`src/sv/assert_macros.svh`:
```
`ifndef ASSERT_MACROS_SVH
`define ASSERT_MACROS_SVH

// same-cycle implication under synchronous reset
`define ASSERT_IMPLIES(label, clk, rst, ante, cons) \
   label: assert property (@(posedge clk) disable iff (rst) (ante) |-> (cons)) \
      else $error("implication check failed");

// next-cycle implication under synchronous reset
`define ASSERT_NEXT(label, clk, rst, ante, cons) \
   label: assert property (@(posedge clk) disable iff (rst) (ante) |=> (cons)) \
      else $error("next-cycle check failed");

`endif

```
`src/sv/evsd_pkg.sv`:
```
package evsd_pkg;

   // word layout
   localparam int unsigned WORD_W  = 32;
   localparam int unsigned TYPE_W  = 4;
   localparam int unsigned PAY_W   = 28;
   localparam int unsigned BASE_W  = 28;
   localparam int unsigned FINE_W  = 6;
   localparam int unsigned COORD_W = 11;
   localparam int unsigned COL_W   = 12;
   localparam int unsigned CHAN_W  = 5;
   localparam int unsigned IDX_W   = 5;
   localparam int unsigned OUT_TIME_W = 64;
   localparam int unsigned WRAP_SHIFT = 34;

   // queue between front and back
   localparam int unsigned Q_DEPTH = 4;
   localparam int unsigned Q_PTR_W = 2;
   localparam int unsigned Q_CNT_W = 3;

   // word type codes
   localparam logic [TYPE_W-1:0] TYPE_TRIGGER   = 4'h9;
   localparam logic [TYPE_W-1:0] TYPE_EVENT_OFF = 4'hA;
   localparam logic [TYPE_W-1:0] TYPE_EVENT_ON  = 4'hB;
   localparam logic [TYPE_W-1:0] TYPE_VECT_OFF  = 4'hC;
   localparam logic [TYPE_W-1:0] TYPE_VECT_ON   = 4'hD;
   localparam logic [TYPE_W-1:0] TYPE_TIME_HIGH = 4'hE;

   // result kinds
   localparam logic KIND_EVENT   = 1'b0;
   localparam logic KIND_TRIGGER = 1'b1;

   // one classified command from front to back
   typedef struct packed {
      logic                    kind;
      logic                    vector;
      logic [OUT_TIME_W-1:0]   event_time;
      logic [COORD_W-1:0]      column;
      logic [COORD_W-1:0]      row;
      logic                    polarity;
      logic [CHAN_W-1:0]       channel;
      logic [WORD_W-1:0]       mask;
   } cmd_type;

endpackage

```
`src/sv/event_camera_word_stream_decoder.sv`:
```
// Decodes a stream of 32-bit event-camera words into change events and trigger
// results. The front takes one word per cycle while the queue is not full,
// keeps the time base and wrap count, holds a vector base until its mask word
// arrives, and hands each word that yields results to a four-entry queue; words
// that yield nothing (time high, padding, vector base, zero mask) never reach
// the queue. The back turns each queued word into results at one result per
// cycle while rsp_stall is low, through a registered output stage: single
// events and triggers give one result, a vector mask gives one result per set
// bit, lowest bit first. req_stall rises only when the queue is full, so a
// burst of masks slows the input only once it fills the queue. Timestamps are
// TIME_WIDTH bits wide, zero-extended to 64 on the output, and wrap at
// 2^TIME_WIDTH. Reset is synchronous; no clearing pass follows it.
`include "assert_macros.svh"

module event_camera_word_stream_decoder #(
   parameter int unsigned TIME_WIDTH = 64
) (
   input  logic                            clock,
   input  logic                            reset,
   input  logic                            req_valid,
   output logic                            req_stall,
   input  logic [evsd_pkg::WORD_W-1:0]     req_word,
   output logic                            rsp_valid,
   input  logic                            rsp_stall,
   output logic                            rsp_kind,
   output logic [evsd_pkg::OUT_TIME_W-1:0] rsp_event_time,
   output logic [evsd_pkg::COL_W-1:0]      rsp_column,
   output logic [evsd_pkg::COORD_W-1:0]    rsp_row,
   output logic                            rsp_polarity,
   output logic [evsd_pkg::CHAN_W-1:0]     rsp_trigger_channel,
   output logic                            rsp_last
);

   logic              q_push;
   logic              q_pop;
   logic              q_full;
   logic              q_empty;
   evsd_pkg::cmd_type q_cmd;
   evsd_pkg::cmd_type q_head;

   // word classification and time base
   evsd_front #(
      .TIME_WIDTH (TIME_WIDTH)
   ) u_front (
      .clock     (clock),
      .reset     (reset),
      .req_valid (req_valid),
      .req_word  (req_word),
      .req_stall (req_stall),
      .q_full    (q_full),
      .q_push    (q_push),
      .q_cmd     (q_cmd)
   );

   // decoupling queue
   evsd_queue u_queue (
      .clock   (clock),
      .reset   (reset),
      .q_push  (q_push),
      .q_cmd   (q_cmd),
      .q_pop   (q_pop),
      .q_head  (q_head),
      .q_full  (q_full),
      .q_empty (q_empty)
   );

   // result generation
   evsd_back u_back (
      .clock               (clock),
      .reset               (reset),
      .q_empty             (q_empty),
      .q_head              (q_head),
      .q_pop               (q_pop),
      .rsp_valid           (rsp_valid),
      .rsp_stall           (rsp_stall),
      .rsp_kind            (rsp_kind),
      .rsp_event_time      (rsp_event_time),
      .rsp_column          (rsp_column),
      .rsp_row             (rsp_row),
      .rsp_polarity        (rsp_polarity),
      .rsp_trigger_channel (rsp_trigger_channel),
      .rsp_last            (rsp_last)
   );

   // checks
   `ASSERT_IMPLIES(a_queue_no_overflow, clock, reset, q_push, !q_full)
   `ASSERT_NEXT(a_queue_holds_word, clock, reset, q_push && !q_pop, !q_empty)
   `ASSERT_IMPLIES(a_trigger_single, clock, reset, rsp_valid && rsp_kind, rsp_last && rsp_column == '0 && rsp_row == '0)
   `ASSERT_IMPLIES(a_event_no_channel, clock, reset, rsp_valid && !rsp_kind, rsp_trigger_channel == '0)

endmodule

```
`src/sv/evsd_front.sv`:
```
module evsd_front #(
   parameter int unsigned TIME_WIDTH = 64
) (
   input  logic                         clock,
   input  logic                         reset,
   input  logic                         req_valid,
   input  logic [evsd_pkg::WORD_W-1:0]  req_word,
   output logic                         req_stall,
   input  logic                         q_full,
   output logic                         q_push,
   output evsd_pkg::cmd_type            q_cmd
);

   localparam int unsigned WRAP_W = TIME_WIDTH - evsd_pkg::WRAP_SHIFT;

   logic [evsd_pkg::BASE_W-1:0]  base_ff, base_in;
   logic [WRAP_W-1:0]            wrap_ff, wrap_in;
   logic                         pend_ff, pend_in;
   logic [TIME_WIDTH-1:0]        pend_time_ff, pend_time_in;
   logic [evsd_pkg::COORD_W-1:0] pend_col_ff, pend_col_in;
   logic [evsd_pkg::COORD_W-1:0] pend_row_ff, pend_row_in;
   logic                         pend_pol_ff, pend_pol_in;

   logic                         accept;
   logic [evsd_pkg::TYPE_W-1:0]  word_code;
   logic [evsd_pkg::PAY_W-1:0]   payload;
   logic [TIME_WIDTH-1:0]        now_time;

   // input side stalls only on a full queue
   assign req_stall = q_full;
   assign accept    = req_valid && !q_full;

   assign word_code = req_word[evsd_pkg::WORD_W-1 -: evsd_pkg::TYPE_W];
   assign payload   = req_word[evsd_pkg::PAY_W-1:0];
   assign now_time  = {wrap_ff, base_ff, payload[27:22]};

   // classify the word and update the time base
   always_comb begin
      base_in      = base_ff;
      wrap_in      = wrap_ff;
      pend_in      = pend_ff;
      pend_time_in = pend_time_ff;
      pend_col_in  = pend_col_ff;
      pend_row_in  = pend_row_ff;
      pend_pol_in  = pend_pol_ff;
      q_push       = 1'b0;
      q_cmd        = '0;
      if (accept) begin
         if (pend_ff) begin
            // word after a vector base is its mask
            pend_in          = 1'b0;
            q_push           = (req_word != '0);
            q_cmd.kind       = evsd_pkg::KIND_EVENT;
            q_cmd.vector     = 1'b1;
            q_cmd.event_time = evsd_pkg::OUT_TIME_W'(pend_time_ff);
            q_cmd.column     = pend_col_ff;
            q_cmd.row        = pend_row_ff;
            q_cmd.polarity   = pend_pol_ff;
            q_cmd.mask       = req_word;
         end else begin
            case (word_code)
               evsd_pkg::TYPE_EVENT_OFF, evsd_pkg::TYPE_EVENT_ON: begin
                  q_push           = 1'b1;
                  q_cmd.kind       = evsd_pkg::KIND_EVENT;
                  q_cmd.event_time = evsd_pkg::OUT_TIME_W'(now_time);
                  q_cmd.column     = payload[21:11];
                  q_cmd.row        = payload[10:0];
                  q_cmd.polarity   = word_code[0];
               end
               evsd_pkg::TYPE_VECT_OFF, evsd_pkg::TYPE_VECT_ON: begin
                  pend_in      = 1'b1;
                  pend_time_in = now_time;
                  pend_col_in  = payload[21:11];
                  pend_row_in  = payload[10:0];
                  pend_pol_in  = word_code[0];
               end
               evsd_pkg::TYPE_TRIGGER: begin
                  q_push           = 1'b1;
                  q_cmd.kind       = evsd_pkg::KIND_TRIGGER;
                  q_cmd.event_time = evsd_pkg::OUT_TIME_W'(now_time);
                  q_cmd.polarity   = payload[0];
                  q_cmd.channel    = payload[12:8];
               end
               evsd_pkg::TYPE_TIME_HIGH: begin
                  // a backwards step of the base counts one wrap
                  if (payload < base_ff) begin
                     wrap_in = wrap_ff + WRAP_W'(1);
                  end
                  base_in = payload;
               end
               default: begin
               end
            endcase
         end
      end
   end

   // control state
   always_ff @(posedge clock) begin
      if (reset) begin
         base_ff <= '0;
         wrap_ff <= '0;
         pend_ff <= 1'b0;
      end else begin
         base_ff <= base_in;
         wrap_ff <= wrap_in;
         pend_ff <= pend_in;
      end
   end

   // held vector base
   always_ff @(posedge clock) begin
      pend_time_ff <= pend_time_in;
      pend_col_ff  <= pend_col_in;
      pend_row_ff  <= pend_row_in;
      pend_pol_ff  <= pend_pol_in;
   end

endmodule

```
`src/sv/evsd_queue.sv`:
```
module evsd_queue (
   input  logic               clock,
   input  logic               reset,
   input  logic               q_push,
   input  evsd_pkg::cmd_type  q_cmd,
   input  logic               q_pop,
   output evsd_pkg::cmd_type  q_head,
   output logic               q_full,
   output logic               q_empty
);

   evsd_pkg::cmd_type                slot_ff [evsd_pkg::Q_DEPTH];
   logic [evsd_pkg::Q_PTR_W-1:0]     wr_ptr_ff, wr_ptr_in;
   logic [evsd_pkg::Q_PTR_W-1:0]     rd_ptr_ff, rd_ptr_in;
   logic [evsd_pkg::Q_CNT_W-1:0]     count_ff, count_in;

   assign q_full  = (count_ff == evsd_pkg::Q_CNT_W'(evsd_pkg::Q_DEPTH));
   assign q_empty = (count_ff == '0);
   assign q_head  = slot_ff[rd_ptr_ff];

   // pointer and fill count update
   always_comb begin
      wr_ptr_in = q_push ? wr_ptr_ff + evsd_pkg::Q_PTR_W'(1) : wr_ptr_ff;
      rd_ptr_in = q_pop  ? rd_ptr_ff + evsd_pkg::Q_PTR_W'(1) : rd_ptr_ff;
      case ({q_push, q_pop})
         2'b10:   count_in = count_ff + evsd_pkg::Q_CNT_W'(1);
         2'b01:   count_in = count_ff - evsd_pkg::Q_CNT_W'(1);
         default: count_in = count_ff;
      endcase
   end

   always_ff @(posedge clock) begin
      if (reset) begin
         wr_ptr_ff <= '0;
         rd_ptr_ff <= '0;
         count_ff  <= '0;
      end else begin
         wr_ptr_ff <= wr_ptr_in;
         rd_ptr_ff <= rd_ptr_in;
         count_ff  <= count_in;
      end
   end

   // storage
   always_ff @(posedge clock) begin
      if (q_push) begin
         slot_ff[wr_ptr_ff] <= q_cmd;
      end
   end

endmodule

```
`src/sv/evsd_back.sv`:
```
module evsd_back (
   input  logic                            clock,
   input  logic                            reset,
   input  logic                            q_empty,
   input  evsd_pkg::cmd_type               q_head,
   output logic                            q_pop,
   output logic                            rsp_valid,
   input  logic                            rsp_stall,
   output logic                            rsp_kind,
   output logic [evsd_pkg::OUT_TIME_W-1:0] rsp_event_time,
   output logic [evsd_pkg::COL_W-1:0]      rsp_column,
   output logic [evsd_pkg::COORD_W-1:0]    rsp_row,
   output logic                            rsp_polarity,
   output logic [evsd_pkg::CHAN_W-1:0]     rsp_trigger_channel,
   output logic                            rsp_last
);

   evsd_pkg::cmd_type                cur_ff, cur_in;
   logic                             cur_valid_ff, cur_valid_in;

   logic                             out_valid_ff, out_valid_in;
   logic                             out_kind_ff, out_kind_in;
   logic [evsd_pkg::OUT_TIME_W-1:0]  out_time_ff, out_time_in;
   logic [evsd_pkg::COL_W-1:0]       out_col_ff, out_col_in;
   logic [evsd_pkg::COORD_W-1:0]     out_row_ff, out_row_in;
   logic                             out_pol_ff, out_pol_in;
   logic [evsd_pkg::CHAN_W-1:0]      out_chan_ff, out_chan_in;
   logic                             out_last_ff, out_last_in;

   logic                             out_free;
   logic                             emit;
   logic                             done;
   logic [evsd_pkg::IDX_W-1:0]       low_idx;
   logic [evsd_pkg::WORD_W-1:0]      rest_mask;
   logic                             last_word;

   // position of the lowest set bit
   function automatic logic [evsd_pkg::IDX_W-1:0] lowest_set(
      input logic [evsd_pkg::WORD_W-1:0] m
   );
      logic [evsd_pkg::IDX_W-1:0] idx;
      idx = '0;
      for (int i = evsd_pkg::WORD_W - 1; i >= 0; i--) begin
         if (m[i]) begin
            idx = evsd_pkg::IDX_W'(i);
         end
      end
      return idx;
   endfunction

   assign out_free  = !out_valid_ff || !rsp_stall;
   assign emit      = cur_valid_ff && out_free;
   assign low_idx   = lowest_set(cur_ff.mask);
   assign rest_mask = cur_ff.mask & (cur_ff.mask - evsd_pkg::WORD_W'(1));
   assign last_word = !cur_ff.vector || (rest_mask == '0);
   assign done      = emit && last_word;
   assign q_pop     = (!cur_valid_ff || done) && !q_empty;

   // step through the current command
   always_comb begin
      cur_in       = cur_ff;
      cur_valid_in = cur_valid_ff;
      if (emit && cur_ff.vector) begin
         cur_in.mask = rest_mask;
      end
      if (done) begin
         cur_valid_in = 1'b0;
      end
      if (q_pop) begin
         cur_in       = q_head;
         cur_valid_in = 1'b1;
      end
   end

   // output register
   always_comb begin
      out_valid_in = out_valid_ff && rsp_stall;
      out_kind_in  = out_kind_ff;
      out_time_in  = out_time_ff;
      out_col_in   = out_col_ff;
      out_row_in   = out_row_ff;
      out_pol_in   = out_pol_ff;
      out_chan_in  = out_chan_ff;
      out_last_in  = out_last_ff;
      if (emit) begin
         out_valid_in = 1'b1;
         out_kind_in  = cur_ff.kind;
         out_time_in  = cur_ff.event_time;
         out_row_in   = cur_ff.row;
         out_pol_in   = cur_ff.polarity;
         out_chan_in  = cur_ff.channel;
         out_last_in  = last_word;
         if (cur_ff.vector) begin
            out_col_in = evsd_pkg::COL_W'(cur_ff.column) + evsd_pkg::COL_W'(low_idx);
         end else begin
            out_col_in = evsd_pkg::COL_W'(cur_ff.column);
         end
      end
   end

   always_ff @(posedge clock) begin
      if (reset) begin
         cur_valid_ff <= 1'b0;
         out_valid_ff <= 1'b0;
      end else begin
         cur_valid_ff <= cur_valid_in;
         out_valid_ff <= out_valid_in;
      end
   end

   always_ff @(posedge clock) begin
      cur_ff      <= cur_in;
      out_kind_ff <= out_kind_in;
      out_time_ff <= out_time_in;
      out_col_ff  <= out_col_in;
      out_row_ff  <= out_row_in;
      out_pol_ff  <= out_pol_in;
      out_chan_ff <= out_chan_in;
      out_last_ff <= out_last_in;
   end

   assign rsp_valid           = out_valid_ff;
   assign rsp_kind            = out_kind_ff;
   assign rsp_event_time      = out_time_ff;
   assign rsp_column          = out_col_ff;
   assign rsp_row             = out_row_ff;
   assign rsp_polarity        = out_pol_ff;
   assign rsp_trigger_channel = out_chan_ff;
   assign rsp_last            = out_last_ff;

endmodule

```
`config.mk`:
```
export PLATFORM = sky130hd
export DESIGN_NAME = event_camera_word_stream_decoder
export DESIGN_NICKNAME = d
export VERILOG_FILES = /design/src/sv/evsd_pkg.sv /design/src/sv/event_camera_word_stream_decoder.sv /design/src/sv/evsd_front.sv /design/src/sv/evsd_queue.sv /design/src/sv/evsd_back.sv
export VERILOG_INCLUDE_DIRS = /design/src /design/src/sv
export SDC_FILE = /design/constraint.sdc
export NUM_CORES = 1
export LEC_CHECK = 0
export BUFFER_PORTS_ARGS = -buffer_cell sky130_fd_sc_hd__buf_2
export CORE_ASPECT_RATIO = 0.5
export CORE_MARGIN = 1
export CORE_UTILIZATION = 45
export CTS_BUF_LIST = sky130_fd_sc_hd__clkbuf_2
export DETAILED_ROUTE_END_ITERATION = 7
export SLEW_MARGIN = 10
export SYNTH_ARGS = -nofsm -noshare
export SYNTH_HDL_FRONTEND = slang
export SYNTH_SLANG_ARGS = --single-unit
```
`constraint.sdc`:
```
create_clock -name clock -period 24.2 [get_ports clock]
set_input_delay 4.84 -clock clock [delete_from_list [all_inputs] [get_ports clock]]
set_output_delay 4.84 -clock clock [all_outputs]
set_load 0.005 [all_outputs]
```
==> results of run 1 <==
## critical path: cells and delay by family
family,cells,cell delay [ns]
buffers and inverters,4,2.18
AO/OA/AOI/OAI,1,0.26
AND/OR/NAND/NOR,4,1.30
## power groups by stage
| stage | Combinational [W] | Sequential [W] | Clock, W |
|---|---|---|---|
| floorplan | 0.000501 | 0.00209 | 0 |
| global placement | 0.000705 | 0.00214 | 0 |
| detailed placement | 0.000711 | 0.00215 | 0 |
| CTS | 0.000714 | 0.00211 | 0.000977 |
| global route | 0.000767 | 0.00214 | 0.00106 |
| finish | 0.000700 | 0.00211 | 0.000941 |
## placed cells by master, fill, tap and decap left out, types with 16 or more instances in the layout
master,synthesis,routed
dfxtp_1,70,68
edfxtp_1,812,812
buf_4,1,24
nor2_1,91,90
nand2_1,37,37
o21ai_0,43,43
clkbuf_2,0,296
o31ai_1,17,17
a21oi_1,43,42
and2_1,42,38
mux4_2,126,126
a22o_1,82,82
buf_2,6,132
nor2b_1,19,18
ha_1,38,38
mux2_2,16,16
clkinv_1,0,39
mux2i_1,29,29
inv_1,49,49
nand3_1,36,36
## worst max-delay path by stage
stage	from	end	slack (ns)
CTS	req_valid	u_queue.slot_ff[2][54]$_DFFE_PP_	16.47
global route	req_word[31]	u_queue.slot_ff[2][113]$_DFFE_PP_	16.27
global placement	req_word[31]	u_queue.slot_ff[2][116]$_DFFE_PP_	15.05
finish	req_word[31]	u_queue.slot_ff[2][117]$_DFFE_PP_	16.39
detailed placement	req_valid	u_queue.slot_ff[2][116]$_DFFE_PP_	15.03
floorplan	req_valid	u_front.pend_col_ff[0]$_DFFE_PP_	9.98
## stage by stage
stage,power [W],instances,hold slack [ns],utilization,setup slack [ns]
after floorplan,0.00259,1828,0.400,-,9.98
final,0.00375,3265,0.374,0.509,16.39
after detailed placement,0.00286,2907,0.405,0.484,15.03
after global routing,0.00396,3264,0.402,0.509,16.27
after global placement,0.00285,2907,0.401,0.484,15.05
after CTS,0.00380,3257,0.384,0.509,16.47
## registers in the layout, summed over array words and instances, names as in the netlist, 3 cells and up, named ones only
register / count
u_back.rsp_event_time: 64
u_front.pend_time_ff: 64
u_front.pend_row_ff: 11
u_front.wrap_ff: 30
u_back.rsp_row: 11
u_front.base_ff: 28
u_queue.count_ff: 3
u_back.cur_ff: 126
u_back.rsp_column: 12
u_front.pend_col_ff: 11
u_queue.slot_ff: 504
u_back.rsp_trigger_channel: 5
## layout make-up
cell class / count / area [um^2] / area share
Inverter: 50 / 190 / 0.00507
Sequential cell: 882 / 25800 / 0.687
Antenna cell: 8 / 20.0 / 0.000533
Timing Repair Buffer: 156 / 841 / 0.0224
Tap cell: 1008 / 1260 / 0.0336
Clock buffer: 296 / 1480 / 0.0395
Multi-Input combinational cell: 811 / 7620 / 0.203
Clock inverter: 54 / 335 / 0.00893
## kinds of logic after synthesis
group / after synthesis
DFF: 882
and+or+nand+nor: 322
AOI/OAI and AO/OA: 257
muxes: 173
buffers and inverters: 135
adders and majority gates: 41
xor gates and xnor gates: 18
## routing by layer
metal  part of all wire  wire length (um)  up-vias  GRT usage
met5                  0                 0        -          0
met4              0.012               840        0     0.0529
met3              0.065              4720       71     0.0512
met2               0.46             33100      477      0.286
met1               0.46             33500     9080      0.276
li1                   -                 -     8022          -
==> impl_metrics.py, run 1 <==
metrics = {
    "outcome": {
        "status": "finished, final reports clean",
    },
    "setup_path": {
        "cp_max_fo": 65,
        "endpoint_kind": "flip-flop",
        "critical_path_class": "primary input to flip-flop",
        "path_common_cell": "buf_4",
        "reg2reg_depth": 15,
        "crit_arrival_ns": 8.70,
        "r2r-end": "u_queue.count_ff[2]$_SDFFE_PP0P_",
        "cpMaxStageDelayCell": "buf_4",
        "start_kind": "primary input",
        "r2r_setup_slack_ns": 18.52,
        "max_stage_delay_ns": 0.73,
        "reg2reg_from": "u_back.cur_ff[3]$_DFFE_PP_",
        "crit_chain": "buf_2, nor2b_1, nand2_1, a211oi_4, buf_4, nand2b_1, and2_4, buf_4, buf_4",
        "cp.required_ns": 25.09,
    },
    "yosys": {
        "yosysUniqueCellTypes": 66,
        "synthMuxAreaShare": 0.0983,
        "synth_edf_count": 812,
        "synth_compound_area_frac": 0.0541,
        "synth_top_flop_cell": "edfxtp_1",
        "ys_warn_count": 0,
        "synth.area.top_cells": "edfxtp_1 72%, mux4_2 8.4%, dfxtp_1 4.1%",
        "synthAdderAreaFrac": 0.0155,
        "synthArstFlopShare": 0,
        "synth_top_family_by_area": "multiplexers",
        "synth_top_area_cell": "edfxtp_1",
        "yosys-top-cells-count": "812 x edfxtp_1, 126 x mux4_2, 91 x nor2_1",
        "synth_seq_cells": 882,
        "synth_top_area_frac": 0.720,
        "synthCells": 1828,
        "synth_xor_area_frac": 0.00465,
        "synth_most_common_cell": "edfxtp_1",
        "synth-simple-area-share": 0.0502,
        "ys_seq_area_frac": 0.761,
        "syn_nets": 1904,
        "syn_area_per_cell_um2": 18.5,
        "syn_area_um2": 33900,
    },
    "placement": {
        "post_dp_cell_area_um2": 35700,
        "globalplace.congestion": 0.843,
        "dp.final_hpwl_um": 42200,
        "io_buffers": 132,
    },
    "grt": {
        "grt_util_all_layers": 0.191,
        "grt_max_degree": 88,
        "grt_pass1_vias": 17845,
        "grt_first_pass_wirelength_um": 109000,
        "antenna_found_initial": 4,
        "grt.overflow.total": 0,
    },
    "pwr": {
        "ir_worst_vdd_uv": 72.2,
        "swShare": 0.299,
        "switchingPower_w": 0.00112,
        "p_int_w": 0.00263,
        "p_seq_frac": 0.562,
        "p_comb_frac": 0.187,
        "p_leak_nw": 12.7,
        "p_clk_frac": 0.251,
        "powerDensity_nw_per_um2": 99.9,
    },
    "sta": {
        "setup_viol": 0,
        "max-slew-margin-rel": 0.209,
        "fin_skew_ns": 0.0613,
        "tightest_slew_ns": 1.18,
        "finalCritPeriodShare": 0.323,
        "tns_ns": 0,
        "period_needed_ns": 7.81,
        "rsz0062_at_grt": "no",
        "maxSlewViolCount": 0,
        "finalHoldViolCount": 0,
        "max_freq_mhz": 128,
    },
    "die": {
        "start_util": 0.459,
        "die_area_um2": 76400,
        "row_count": 70,
        "pin_count": 133,
        "core_area_um2": 73700,
        "die_y_um": 196,
        "die_width_um": 390,
    },
    "detailed_routing": {
        "dr.pass1.iters": 6,
        "routed_wl_um": 72100,
        "wl_per_cell_um": 22.1,
        "avgViaCountPerCell": 5.41,
        "vias": 17650,
        "drtAntennaViolNets": 0,
        "drc": 0,
        "drt_iter0_markers": 1448,
    },
    "hold_path": {
        "worstHoldStart": "u_back.cur_ff[121]$_DFFE_PP_",
        "min_path_type": "flip-flop to flip-flop",
        "worstHoldPathCells": 0,
        "min_to": "u_back.rsp_event_time[61]$_DFFE_PP_",
    },
    "clocking": {
        "clock-sinks": 882,
        "cts_made_buffers": 192,
        "root_buffer": "clkbuf_2",
        "cts.htree.levels": 4,
        "post_cts_buffers": 0,
        "ctsHoldBuffers": 0,
        "ctsResizeCount": 0,
        "clockBufferDepth": 3,
        "clkTransAtPathRegs_ns": 0.11,
        "worstSkewPairLatency_ns": 1.32,
        "cts_tree": "done",
    },
    "cells_and_area": {
        "area_growth_pct": 10.8,
        "final_cell_area_um2": 37500,
        "fillers": 6234,
        "layout.nets": 2169,
        "drive_gt1_frac": 0.283,
    },
    "run": {
        "max_cap_violations": 0,
    },
}
Power figures use the tool's default switching activity.
==> run 2, diff against run 1 <==
- ABC_AREA: unset -> 1
- clock period: 24.2 -> 8.1 ns (I/O delays scaled with it)
==> run 2 against run 1 <==
  * Cell count increased by 24%
  * Critical path depth up 11
  * Global-route usage rose by 1.5 points
  * First-iteration DRC count grew 33%
  * Routed wire length is 11% higher
  * Cell area rose by 0.54%
  * Core utilization fell by 0.74 points
  * Register-to-register slack worse by 15 ns
  * Largest power group unchanged
  * Clock-buffer cell count rose by 7
==> impl_metrics.py, run 2 <==
metrics = {
    "yosys": {
        "ys_warn_count": 0,
        "synthCells": 2623,
        "yosysUniqueCellTypes": 45,
        "synth_top_flop_cell": "edfxtp_1",
        "synth_most_common_cell": "edfxtp_1",
        "synth_seq_cells": 882,
        "syn_area_per_cell_um2": 13.1,
        "synthArstFlopShare": 0,
        "synth.area.top_cells": "edfxtp_1 71%, o21ai_0 5.4%, dfxtp_1 4.1%",
        "synth_top_area_cell": "edfxtp_1",
        "synth_edf_count": 812,
        "syn_nets": 2699,
        "yosys-top-cells-count": "812 x edfxtp_1, 367 x o21ai_0, 364 x nor2_1",
        "synth_top_area_frac": 0.712,
        "syn_area_um2": 34300,
        "ys_seq_area_frac": 0.753,
    },
    "cells_and_area": {
        "layout.nets": 2927,
        "area_growth_pct": 10.2,
        "reg.largest.list": "u_queue.slot_ff: 504 flops, u_back.cur_ff: 126 flops",
        "top_register": "u_queue.slot_ff",
        "final_cell_area_um2": 37700,
        "drive_gt1_frac": 0.172,
        "layout.cells.most_common": "edfxtp_1",
        "largest_reg_flops": 504,
        "final_cell_mix": "812 x edfxtp_1, 366 x o21ai_0, 359 x nor2_1, 303 x clkbuf_2, 259 x nand2_1",
        "fillers": 6608,
    },
    "clocking": {
        "clockBufferDepth": 3,
        "worstSkewPairLatency_ns": 1.30,
        "root_buffer": "clkbuf_2",
        "cts.htree.levels": 4,
        "cts_tree": "done",
        "post_cts_buffers": 0,
        "ctsHoldBuffers": 0,
        "clock-sinks": 882,
        "clkTransAtPathRegs_ns": 0.11,
        "ctsResizeCount": 0,
        "cts_made_buffers": 192,
    },
    "setup_path": {
        "start_kind": "flip-flop",
        "cp_max_fo": 36,
        "cp.required_ns": 9.26,
        "crit_arrival_ns": 5.97,
        "critical_path_class": "flip-flop to flip-flop",
        "endpoint_kind": "flip-flop",
    },
    "detailed_routing": {
        "avgViaCountPerCell": 5.30,
        "drc": 0,
        "drtAntennaViolNets": 0,
        "dr.pass1.iters": 7,
        "wl_per_cell_um": 19.7,
        "vias": 21402,
        "routed_wl_um": 79800,
        "drt_iter0_markers": 1930,
    },
    "die": {
        "row_count": 71,
        "core_area_um2": 75200,
        "die_y_um": 197,
        "start_util": 0.455,
        "die_width_um": 392,
        "pin_count": 133,
        "die_area_um2": 77300,
    },
    "grt": {
        "grt_first_pass_wirelength_um": 120000,
        "grt_util_all_layers": 0.206,
        "grt_use_met2": 0.320,
        "grt_pass1_vias": 20531,
        "use_met1": 0.288,
        "grt_max_degree": 204,
        "antenna_found_initial": 7,
        "busiest_layer": "met2",
        "grt.overflow.total": 0,
        "gr-usage-met3": 0.0508,
    },
    "pwr": {
        "p_seq_frac": 0.534,
        "p_comb_frac": 0.232,
        "p_clk_frac": 0.234,
        "finalPower_w": 0.0117,
        "ir_worst_vdd_uv": 242,
        "powerDensity_nw_per_um2": 310,
        "p_leak_nw": 13.2,
        "p_int_w": 0.00772,
        "switchingPower_w": 0.00399,
        "swShare": 0.341,
    },
    "sta": {
        "tns_ns": 0,
        "rsz0062_at_grt": "no",
        "maxSlewViolCount": 0,
        "setup_viol": 0,
        "max-slew-margin-rel": 0.233,
        "period_needed_ns": 4.82,
        "fin_skew_ns": 0.0998,
        "hold_ws_ns": 0.394,
        "finalHoldViolCount": 0,
        "finalCritPeriodShare": 0.595,
        "max_freq_mhz": 208,
        "tightest_slew_ns": 1.15,
    },
    "run": {
        "max_cap_violations": 0,
    },
    "hold_path": {
        "min_path_type": "flip-flop to flip-flop",
    },
    "outcome": {
        "status": "finished, final reports clean",
    },
    "placement": {
        "globalplace.congestion": 0.847,
        "io_buffers": 132,
        "post_dp_cell_area_um2": 36000,
        "dp.final_hpwl_um": 47000,
    },
}
## run 2: cell count changes after synthesis, sizes merged, moves of 42 or more
cell    before  now
nand2       38  267
a22o        82    0
and2        42    0
nor2        91  374
inv         50  169
o21ai       53  397
clkbuf      57  110
o22ai        4  125
a21oi       44   88
mux4       126    0
## run 2: final timing paths
check        cells past startpoint                              from  slack [ns]                                  end
max                             20  u_queue.count_ff[2]$_SDFFE_PP0P_        3.28     u_front.wrap_ff[19]$_SDFFE_PP0P_
max reg2reg                     20  u_queue.count_ff[2]$_SDFFE_PP0P_        3.28     u_front.wrap_ff[19]$_SDFFE_PP0P_
min reg2reg                      0       u_back.cur_ff[84]$_DFFE_PP_        0.39  u_back.rsp_event_time[24]$_DFFE_PP_
min                              0       u_back.cur_ff[84]$_DFFE_PP_        0.39  u_back.rsp_event_time[24]$_DFFE_PP_
## run 2: cell families after synthesis
logic type | synth area share
AO/OA/AOI/OAI | 0.107
XOR/XNOR | 0.00332
adder cells (fa/ha/maj) | 0.0150
buffers and inverters | 0.0340
flip-flops | 0.753
AND/OR/NAND/NOR | 0.0878
## run 2: cell type report
| class | instances | area (um^2) | share of cell area |
|---|---|---|---|
| Clock inverter | 51 | 236 | 0.00627 |
| Sequential cell | 882 | 25800 | 0.683 |
| Timing Repair Buffer | 160 | 883 | 0.0234 |
| Inverter | 172 | 659 | 0.0175 |
| Multi-Input combinational cell | 1443 | 7360 | 0.195 |
| Antenna cell | 8 | 20.0 | 0.000530 |
| Clock buffer | 303 | 1520 | 0.0402 |
| Tap cell | 1022 | 1280 | 0.0339 |
## run 2: worst max-delay path: stages (launching register included)
cell and delay [ns]:
dfxtp_1 0.32, inv_1 0.12, nor3_1 0.12, nor2_4 0.40, inv_2 0.28, nor2_4 0.44
inv_1 0.21, nor2_4 0.55, o211ai_1 0.18, nor2_1 0.12, nand2_1 0.35, inv_1 0.44
nand3_1 0.19, nor2_1 0.21, nand2_1 0.12, nor2_1 0.18, nand2_1 0.11, nor2_1 0.13
nand2_1 0.07, nand2_1 0.06, nor2_1 0.05
## run 2: metal layers
metal / wire, um / share of wire / vias to the layer above
met5: 27 / 0.00034 / -
met4: 1540 / 0.019 / 6
met3: 5550 / 0.070 / 124
met2: 36500 / 0.46 / 664
met1: 36100 / 0.45 / 10454
li1: - / - / 10154
## run 2: power groups by stage
stage / combinational, W / clock (W) / sequential, W
after floorplan: 0.00183 / 0 / 0.00628
after global routing: 0.00304 / 0.00304 / 0.00632
after CTS: 0.00276 / 0.00283 / 0.00626
after detailed placement: 0.00275 / 0 / 0.00636
after global placement: 0.00270 / 0 / 0.00635
final: 0.00272 / 0.00274 / 0.00625
## run 2: per-stage QoR
step,worst slack (ns),utilization,instances
5_1_grt,2.67,0.502,4041
4_1_cts,3.37,0.501,4033
3_3_place_gp,2.18,0.478,3679
6_report,3.28,0.502,4041
2_1_floorplan,-0.260,-,2623
3_5_place_dp,2.16,0.478,3679
==> run 3, diff against run 2 <==
- clock period: 8.1 -> 4.81 ns (I/O delays scaled with it)
==> run 3 against run 2 <==
  * Clock-buffer cell count grew 8
  * Worst hold slack lost 0.21 ns
  * Largest power group unchanged
  * Sequential share of layout area shrank 1.1 points
  * Non-clock buffer count grew 45
  * Combinational power grew 69%
  * Largest cell class unchanged
  * Global-route usage grew 0.15 points
  * Critical path depth grew 6
  * First-iteration DRC count shrank 10%
  * Sequential power grew 68%
==> impl_metrics.py, run 3 (synthesis results as in run 2) <==
metrics = {
    "cells_and_area": {
        "layout.nets": 2970,
        "fillers": 6560,
        "drive_gt1_frac": 0.175,
        "reg.largest.list": "u_queue.slot_ff: 504 flops, u_back.cur_ff: 126 flops",
        "final_cell_mix": "812 x edfxtp_1, 366 x o21ai_0, 359 x nor2_1, 311 x clkbuf_2, 259 x nand2_1",
        "area_growth_pct": 11.9,
        "final_util": 0.510,
        "layout.cells.most_common": "edfxtp_1",
        "largest_reg_flops": 504,
        "top_register": "u_queue.slot_ff",
    },
    "pwr": {
        "p_comb_frac": 0.231,
        "p_int_w": 0.0133,
        "powerDensity_nw_per_um2": 520,
        "switchingPower_w": 0.00664,
        "p_clk_frac": 0.241,
        "ir_worst_vdd_uv": 511,
        "p_leak_nw": 13.5,
        "p_seq_frac": 0.528,
        "swShare": 0.333,
    },
    "clocking": {
        "clockBufferDepth": 3,
        "cts_tree": "done",
        "cts.htree.levels": 4,
        "clock-sinks": 882,
        "ctsHoldBuffers": 32,
        "root_buffer": "clkbuf_2",
        "post_cts_buffers": 0,
        "cts_made_buffers": 190,
        "worstSkewPairLatency_ns": 1.31,
        "ctsResizeCount": 0,
        "clkTransAtPathRegs_ns": 0.12,
    },
    "sta": {
        "maxSlewViolCount": 0,
        "fin_skew_ns": 0.0721,
        "setup_ws_ns": 0.711,
        "max_freq_mhz": 244,
        "max-slew-margin-rel": 0.168,
        "setup_viol": 0,
        "tightest_slew_ns": 1.24,
        "finalHoldViolCount": 0,
        "rsz0062_at_grt": "no",
        "finalCritPeriodShare": 0.852,
        "period_needed_ns": 4.10,
    },
    "grt": {
        "grt_pass1_vias": 21044,
        "grt_first_pass_wirelength_um": 121000,
        "grt_util_all_layers": 0.207,
        "antenna_found_initial": 3,
        "grt.overflow.total": 0,
        "grt_max_degree": 114,
    },
    "setup_path": {
        "start_kind": "flip-flop",
        "endpoint_kind": "flip-flop",
        "critical_path_class": "flip-flop to flip-flop",
        "cp_max_fo": 38,
        "crit_arrival_ns": 5.27,
        "cp.required_ns": 5.98,
    },
    "detailed_routing": {
        "wl_per_cell_um": 19.6,
        "avgViaCountPerCell": 5.28,
        "drtAntennaViolNets": 0,
        "drc": 0,
        "routed_wl_um": 79800,
        "drt_iter0_markers": 1733,
        "vias": 21528,
        "dr.pass1.iters": 5,
    },
    "die": {
        "die_y_um": 197,
        "die_width_um": 392,
        "start_util": 0.455,
        "die_area_um2": 77300,
        "pin_count": 133,
        "row_count": 71,
        "core_area_um2": 75200,
    },
    "placement": {
        "io_buffers": 132,
        "dp.final_hpwl_um": 47300,
        "pre_cts_ws_ns": 0.737,
        "globalplace.congestion": 0.866,
    },
    "hold_path": {
        "min_path_type": "primary input to flip-flop",
    },
    "outcome": {
        "status": "finished, final reports clean",
    },
    "run": {
        "max_cap_violations": 0,
    },
}
## run 3: changes by cell type in the layout (fill, tap and decap cells not counted), sizes merged, moves of 3 or more
cell | before | now
clkbuf | 303 | 311
clkinv | 46 | 32
dlygate4sd3 | 0 | 32
buf | 160 | 173
diode | 8 | 5
bufinv | 1 | 5
## run 3: per-layer routing
| layer | up-vias | global-route usage | wire, um |
|---|---|---|---|
| met5 | - | 0 | 0 |
| met4 | 0 | 0.0658 | 1730 |
| met3 | 121 | 0.0482 | 5400 |
| met2 | 692 | 0.324 | 36500 |
| met1 | 10520 | 0.289 | 36200 |
| li1 | 10195 | - | - |
## run 3: critical path: stages (launching register included)
cell and delay, ns:
edfxtp_1 0.47, nor2_4 0.16, nand2_2 0.10, nor2_4 0.20
nand4_4 0.12, nor2_4 0.13, nand2_2 0.10, inv_2 0.07
nand2_2 0.08, nor2_4 0.12, nand2_1 0.08, o21ai_1 0.18
nand4_1 0.14, nor4_2 0.20, nand2_1 0.10, nand2_2 0.10
nand2_2 0.07, nand2_4 0.07, nand2_4 0.09, clkinv_4 0.28
ha_1 0.21, inv_1 0.07, fa_1 0.37, a21oi_1 0.14
o21ai_0 0.11, o21ai_0 0.15, a21oi_1 0.06
## run 3: worst paths after layout
kind / startpoint / to / slack (ns) / cells past startpoint
hold / removal: req_word[30] / u_queue.slot_ff[2][30]$_DFFE_PP_ / 0.18 / 3
setup / recovery: u_back.cur_ff[0]$_SDFFCE_PN0P_ / u_queue.count_ff[2]$_SDFFE_PP0P_ / 0.71 / 26
hold reg to reg: u_front.base_ff[19]$_SDFFE_PP0P_ / u_front.pend_time_ff[25]$_DFFE_PP_ / 0.40 / 0
setup reg to reg: u_back.cur_ff[0]$_SDFFCE_PN0P_ / u_queue.count_ff[2]$_SDFFE_PP0P_ / 0.71 / 26
## run 3: final cells by class
| class | count | area, um^2 | share of cell area |
|---|---|---|---|
| clock buffer | 311 | 1560 | 0.0406 |
| tap | 1022 | 1280 | 0.0333 |
| inverter | 172 | 661 | 0.0172 |
| sequential | 882 | 25800 | 0.673 |
| clock inverter | 39 | 287 | 0.00747 |
| multi-input combinational | 1443 | 7360 | 0.192 |
| antenna | 5 | 12.5 | 0.000326 |
| timing repair buffer | 205 | 1400 | 0.0365 |
## run 3: power by group through the flow
stage	Clock (W)	Sequential [W]	Combinational, W
finish	0.00480	0.0105	0.00461
CTS	0.00497	0.0105	0.00467
global route	0.00533	0.0106	0.00515
global placement	0	0.0107	0.00455
detailed placement	0	0.0107	0.00464
floorplan	0	0.0106	0.00309
## run 3: stage by stage
step	total power, W	cell area [um^2]	hold WS, ns	TNS, ns	std cells
floorplan	0.0137	34300	0.400	-400.36	2623
global placement	0.0153	36200	0.403	0	3692
detailed placement	0.0154	36200	0.405	0	3692
CTS	0.0202	38300	0.0462	0	4074
global route	0.0211	38300	0.0393	0	4079
finish	0.0199	38300	0.183	0	4079
